`src/hdl/pat_pkg.sv`:
```
// Shared types and constants of the positional array table.
`timescale 1ns / 1ps

package pat_pkg;

  // Table geometry.
  localparam int DEPTH   = 128;
  localparam int IDX_W   = (DEPTH > 1) ? $clog2(DEPTH) : 1;
  localparam int CNT_W   = $clog2(DEPTH + 1);
  localparam int POS_W   = 8;
  localparam int COUNT_W = 8;
  localparam int DATA_W  = 32;
  // Width in which positions, pointers and the fill count are compared.
  localparam int CMP_W   = (CNT_W > POS_W) ? CNT_W : POS_W;

  // Operation codes.
  typedef enum logic [1:0] {
    OP_INSERT = 2'd0,
    OP_DELETE = 2'd1,
    OP_READ   = 2'd2,
    OP_SEARCH = 2'd3
  } op_e;

  // One command item.
  typedef struct packed {
    op_e                      opcode;
    logic [POS_W-1:0]         position;
    logic signed [DATA_W-1:0] value;
  } pat_in_t;

  // One result item.
  typedef struct packed {
    logic [COUNT_W-1:0]       count;
    logic                     status;
    logic                     found;
    logic signed [DATA_W-1:0] read_value;
  } pat_out_t;

  // Request from the sequencer to the entry memory.
  typedef struct packed {
    logic              we;
    logic [IDX_W-1:0]  waddr;
    logic [DATA_W-1:0] wdata;
    logic              re;
    logic [IDX_W-1:0]  raddr;
  } ram_req_t;

  // Finished result handed from the sequencer to the output stage.
  typedef struct packed {
    logic     valid;
    pat_out_t res;
  } fin_t;

endpackage

```
`src/hdl/pat_seq.sv`:
```
// Sequencer: checks each command, walks the memory and keeps the fill count.
`timescale 1ns / 1ps

module pat_seq
  import pat_pkg::*;
(
  input  logic              clk_i,
  input  logic              rst_ni,
  input  logic              start_i,
  input  pat_in_t           cmd_i,
  output logic              busy_o,
  output ram_req_t          req_o,
  input  logic [DATA_W-1:0] rdata_i,
  output fin_t              fin_o
);

  typedef enum logic [2:0] {
    ST_IDLE   = 3'b001,
    ST_SCAN   = 3'b010,
    ST_FINISH = 3'b100
  } state_e;

  state_e            state_q, state_d;
  op_e               op_q, op_d;
  logic [POS_W-1:0]  pos_q, pos_d;
  logic [DATA_W-1:0] val_q, val_d;
  logic [CMP_W-1:0]  ptr_q, ptr_d;
  logic              pend_q, pend_d;
  logic [IDX_W-1:0]  paddr_q, paddr_d;
  logic [CNT_W-1:0]  fill_q, fill_d;
  logic              rej_q, rej_d;
  logic              found_q, found_d;
  logic [DATA_W-1:0] rd_q, rd_d;

  logic [CMP_W-1:0]  fill_ext, fill_next_ext, pos_ext, pos_in_ext;
  logic [CMP_W-1:0]  step_raddr, ptr_next;
  logic              more;

  assign fill_ext      = CMP_W'(fill_q);
  assign fill_next_ext = CMP_W'(fill_d);
  assign pos_ext       = CMP_W'(pos_q);
  assign pos_in_ext    = CMP_W'(cmd_i.position);
  assign busy_o        = (state_q != ST_IDLE);

  // Per-operation walk: whether another entry must be read, and where.
  always_comb begin
    more       = 1'b0;
    step_raddr = ptr_q;
    ptr_next   = ptr_q + CMP_W'(1);
    unique case (op_q)
      OP_INSERT: begin
        more       = (ptr_q > pos_ext);
        step_raddr = ptr_q - CMP_W'(1);
        ptr_next   = ptr_q - CMP_W'(1);
      end
      OP_DELETE: begin
        more       = ((ptr_q + CMP_W'(1)) < fill_ext);
        step_raddr = ptr_q + CMP_W'(1);
      end
      OP_READ: begin
        more = (ptr_q == pos_ext);
      end
      OP_SEARCH: begin
        more = (ptr_q < fill_ext);
      end
      default: begin
        more = 1'b0;
      end
    endcase
  end

  // Next state, memory requests and the finished result.
  always_comb begin
    state_d     = state_q;
    op_d        = op_q;
    pos_d       = pos_q;
    val_d       = val_q;
    ptr_d       = ptr_q;
    pend_d      = pend_q;
    paddr_d     = paddr_q;
    fill_d      = fill_q;
    rej_d       = rej_q;
    found_d     = found_q;
    rd_d        = rd_q;
    req_o       = '0;
    fin_o       = '0;

    unique case (state_q)
      ST_IDLE: begin
        if (start_i) begin
          op_d    = cmd_i.opcode;
          pos_d   = cmd_i.position;
          val_d   = cmd_i.value;
          pend_d  = 1'b0;
          found_d = 1'b0;
          rd_d    = '0;
          ptr_d   = pos_in_ext;
          rej_d   = (pos_in_ext >= fill_ext);
          case (cmd_i.opcode)
            OP_INSERT: begin
              ptr_d = fill_ext;
              rej_d = (pos_in_ext > fill_ext) || (fill_ext >= CMP_W'(DEPTH));
            end
            OP_SEARCH: begin
              ptr_d = '0;
              rej_d = 1'b0;
            end
            default: begin
            end
          endcase
          state_d = rej_d ? ST_FINISH : ST_SCAN;
        end
      end

      ST_SCAN: begin
        // Consume the entry read in the previous cycle.
        if (pend_q) begin
          case (op_q) inside
            OP_INSERT, OP_DELETE: begin
              req_o.we    = 1'b1;
              req_o.waddr = paddr_q;
              req_o.wdata = rdata_i;
            end
            OP_SEARCH: begin
              if (rdata_i == val_q) begin
                found_d = 1'b1;
              end
            end
            default: begin
              rd_d = rdata_i;
            end
          endcase
        end
        // Issue the next read; its target never equals the write address.
        if (more) begin
          req_o.re    = 1'b1;
          req_o.raddr = step_raddr[IDX_W-1:0];
          paddr_d     = ptr_q[IDX_W-1:0];
          ptr_d       = ptr_next;
          pend_d      = 1'b1;
        end else begin
          pend_d = 1'b0;
          if (!pend_q) begin
            state_d = ST_FINISH;
          end
        end
      end

      ST_FINISH: begin
        if (!rej_q) begin
          case (op_q)
            OP_INSERT: begin
              req_o.we    = 1'b1;
              req_o.waddr = pos_ext[IDX_W-1:0];
              req_o.wdata = val_q;
              fill_d      = fill_q + CNT_W'(1);
            end
            OP_DELETE: begin
              fill_d = fill_q - CNT_W'(1);
            end
            default: begin
            end
          endcase
        end
        fin_o.valid          = 1'b1;
        fin_o.res.count      = fill_next_ext[COUNT_W-1:0];
        fin_o.res.status     = rej_q;
        fin_o.res.found      = found_q;
        fin_o.res.read_value = rd_q;
        state_d              = ST_IDLE;
      end

      default: begin
        state_d = ST_IDLE;
      end
    endcase
  end

  // Control registers.
  always_ff @(posedge clk_i or negedge rst_ni) begin
    if (!rst_ni) begin
      state_q <= ST_IDLE;
      fill_q  <= '0;
      pend_q  <= 1'b0;
    end else begin
      state_q <= state_d;
      fill_q  <= fill_d;
      pend_q  <= pend_d;
    end
  end

  // Command and working registers.
  always_ff @(posedge clk_i) begin
    op_q    <= op_d;
    pos_q   <= pos_d;
    val_q   <= val_d;
    ptr_q   <= ptr_d;
    paddr_q <= paddr_d;
    rej_q   <= rej_d;
    found_q <= found_d;
    rd_q    <= rd_d;
  end

`ifndef SYNTHESIS
  // The fill count never passes the table depth.
  assert property (@(posedge clk_i) disable iff (!rst_ni)
    fill_q <= CNT_W'(DEPTH))
    else $error("fill count exceeds depth");

  // The fill count moves only at the end of an operation.
  assert property (@(posedge clk_i) disable iff (!rst_ni)
    !$stable(fill_q) |-> $past(state_q) == ST_FINISH)
    else $error("fill count changed outside finish");

  // The memory is written only while an operation is in progress.
  assert property (@(posedge clk_i) disable iff (!rst_ni)
    req_o.we |-> state_q != ST_IDLE)
    else $error("memory write while idle");

  // An accepted item always takes the sequencer out of idle.
  assert property (@(posedge clk_i) disable iff (!rst_ni)
    (start_i && state_q == ST_IDLE) |=> state_q != ST_IDLE)
    else $error("accepted item was dropped");
`endif

endmodule
```
`config.mk`:
```
export PLATFORM = sky130hd
export DESIGN_NAME = pat_seq
export DESIGN_NICKNAME = d
export VERILOG_FILES = /design/src/hdl/pat_pkg.sv /design/src/hdl/pat_seq.sv
export SDC_FILE = /design/constraint.sdc
export NUM_CORES = 1
export LEC_CHECK = 0
export ABC_AREA = 1
export BUFFER_PORTS_ARGS = -buffer_cell sky130_fd_sc_hd__buf_2
export CORE_MARGIN = 2
export CORE_UTILIZATION = 40
export DETAILED_ROUTE_END_ITERATION = 7
export REMOVE_ABC_BUFFERS = 1
export SLEW_MARGIN = 20
export SYNTH_ARGS = -nofsm -noshare
export SYNTH_HDL_FRONTEND = slang
export SYNTH_SLANG_ARGS = --single-unit
```
`constraint.sdc`:
```
create_clock -name clk_i -period 11.9 [get_ports clk_i]
set_clock_uncertainty 0.1 [all_clocks]
set_input_delay 0.595 -clock clk_i [delete_from_list [all_inputs] [get_ports clk_i]]
set_output_delay 0.595 -clock clk_i [all_outputs]
set_load 0.01 [all_outputs]
```
==> qor.txt <==
Worst Path Max Fanout - 41
gr ovfl total - 0
hold_buf cts - 0
Pre-antenna DRT Iters - 5
Die W - 132.5 um
cts repair resizes - 0
worst slew pin tran - 916.2 ps
pre-CTS setup slack - 8139 ps
total track usage - 21.50%
post-placement cell count - 1137
placer congestion estimate - 0.8859
worst reg2reg path depth - 11
Syn. warnings - 0
fin nets - 1051
RR Startpoint - ptr_q[2]$_DFFE_PP_
Leak - 0.004052 uW
R2R setup slack - 8660 ps
worst vdd ir - 78.35 uV
total power - 1490 uW
Area Overhead vs Synth - 20.97%
first-pass GRT wire length - 29610 um
outcome - finished clean
Worst Path Arrival - 3420 ps
initial drt markers - 320
FF-to-FF End - ptr_q[7]$_DFFE_PP_
Hold Path Class - in2async
worst rel slew slack - 38.83%
#FFs+latches synth - 103
Longest Clk Path Bufs - 2
Post-synth EDFFs - 91
effective utilization at floorplan - 41.25%
Synth Cell Area - 0.006600 mm^2
Worst-Skew Late Latency - 350 ps
vias in the first global route - 5468
worst path cell trace - inv_1 > nor3_4 > inv_2 > nor2_8 > nand2_2 > o21ai_0 > buf_2
fin util - 49.90%
PD cells - 186.6 mW/mm^2
Fin Setup TNS - 0 ps
CP Capture Type - primary output
pin count of the biggest net entering global routing - 45
vias per std cell - 4.942
Routed WL per cell - 16.35 um
RSZ-0062 raised after global routing - false
ANT nets after route - 0
Peak Freq - 0.2428 GHz
min Tclk post-route - 4119 ps
final worst slack - 7781 ps
critical path's largest stage delay - 550 ps
IO buf count - 168
core area - 0.01600 mm^2
CTS Root Cell - clkbuf_16
Seq/Total Area, Yosys - 45.97%
Distinct cells, synth - 45
Layout Cells excl Fill - 1156
IO Count - 169
Final Hold Viols - 0
DIE HEIGHT - 132.5 um
TritonCTS Sinks - 103
Slowest-stage cell, CP - inv_2
Slew Limit Fails - 0
Setup-failing EPs final - 0
DP Wirelength - 13810 um
# Post-CTS Setup Buffers - 0
Startpoint Class - flop
number of CTS-inserted buffers - 9
CTS tree - yes
maxcap violations - 0
post-route DRC violation count - 0
WL final - 18900 um
layout cell share with drive strength beyond 1 - 23.22%
predominant post-synthesis flop cell - edfxtp_1
Std-Cell Rows - 46
Syn Inst Count - 777
period utilization - 34.62%
H-tree levels - 3
clock-pin transition on the worst setup and hold timing paths - 70 ps
Post-synth ARST share - 11.65%
vias - 5713
Crit Path Category - reg2out
Worst EP required - 11210 ps
Avg Inst Size Synth - 8.494 um^2
die area - 0.01754 mm^2
initial antenna violation count - 0
-- cell type report --
type	instances	area (um^2)
Sequential cell	103	3034
Tap cell	216	270.3
Clock inverter	6	92.59
Multi-Input combinational cell	500	2890
Inverter	149	561.8
Antenna cell	1	2.502
Clock buffer	10	229.0
Timing Repair Buffer	171	903.4
Fill cell	1608	8016
-- worst max path at each step --
stage	startpoint	end	depth (start not counted)
floorplan	state_q[0]$_DFFE_PN1P_	rd_q[0]$_SDFFCE_PN0P_	4
global placement	state_q[1]$_DFFE_PN0P_	req_o[31]	7
detailed placement	state_q[1]$_DFFE_PN0P_	req_o[31]	7
CTS	state_q[1]$_DFFE_PN0P_	req_o[31]	7
global route	state_q[1]$_DFFE_PN0P_	req_o[31]	7
finish	state_q[1]$_DFFE_PN0P_	req_o[31]	7
-- placed cells by master (no fill, tap or decap), types with 9 or more instances in the layout --
master     netlist  layout
edfxtp_1        91      91
ha_1            39      39
o22ai_2         17      17
dfrtp_1         11      11
buf_2           13     168
a21oi_1         37      36
o21ai_0         28      28
nand3_1         40      40
nand2_1        146     146
inv_1          142     142
clkbuf_16        0       9
xor2_1          14      14
nor2_1         103     102
o21ai_1         10      10
-- stage by stage --
step | area (um^2) | hold slack [ps]
after floorplan | 6467 | 199.4
after global placement | 7605 | 411.0
after detailed placement | 7605 | 412.8
after CTS | 7926 | 37.54
after global routing | 7981 | 45.62
final | 7984 | 34.59
-- kinds of logic (layout without fill, tap and decap cells) --
logic type	after synthesis	after routing	share of synthesized area, %
AOI/OAI and AO/OA	129	129	13.14
adders and majority gates	40	40	7.697
xor gates and xnor gates	21	21	2.787
DFF	103	103	45.97
other	0	1	0
and+or+nand+nor	310	310	19.89
buffers and inverters	174	336	10.52
-- flip-flops by register name, summed over array words and instances, names as in the netlist --
register / flops
val_q: 32
found_q: 1
pend_q: 1
rd_q: 32
pos_ext: 8
op_q: 2
paddr_q: 7
fill_ext: 8
rej_q: 1
state_q: 3
ptr_q: 8
-- power by group --
| part | internal (uW) | total (uW) | switching [uW] |
|---|---|---|---|
| sequential | 528 | 602 | 73.4 |
| combinational | 194 | 561 | 367 |
| clock | 187 | 327 | 140 |
| total | 909 | 1490 | 581 |
-- critical path: cells and delay by family (launching register included) --
family,cells,cell delay (ps)
simple gates,3,1390
buf+inv,3,830
compound gates,1,430
flops,1,380
-- routing by layer --
metal	up-vias	share of wire, %	global-route usage, %
li1	2880	-	-
met1	2630	47	30.00
met2	183	47	35.20
met3	20	4.9	2.682
met4	0	1.5	6.272
met5	-	0	0
-- Yosys cell counts (2+ instances only) --
cell type | instances | share of area (%)
nand2_1 | 146 | 8.3
inv_1 | 142 | 8.1
nor2_1 | 103 | 5.9
edfxtp_1 | 91 | 41
nand3_1 | 40 | 3.0
ha_1 | 39 | 7.4
a21oi_1 | 37 | 2.8
o21ai_0 | 28 | 2.1
o22ai_2 | 17 | 3.2
xor2_1 | 14 | 1.9
buf_2 | 13 | 0.99
dfrtp_1 | 11 | 4.2
o21ai_1 | 10 | 0.76
o22ai_1 | 8 | 0.76
xnor2_1 | 7 | 0.93
nor3_1 | 6 | 0.45
o2111ai_1 | 6 | 0.80
o21bai_1 | 6 | 0.68
clkbuf_1 | 5 | 0.28
inv_2 | 5 | 0.28
nand4_1 | 5 | 0.47
a221oi_1 | 4 | 0.53
a21o_1 | 3 | 0.34
a31oi_1 | 3 | 0.28
buf_1 | 3 | 0.17
a22oi_1 | 2 | 0.23
buf_4 | 2 | 0.23
buf_6 | 2 | 0.34
nor2_8 | 2 | 0.61
nor3_4 | 2 | 0.49
No activity file was read; power rests on OpenSTA's default activity.
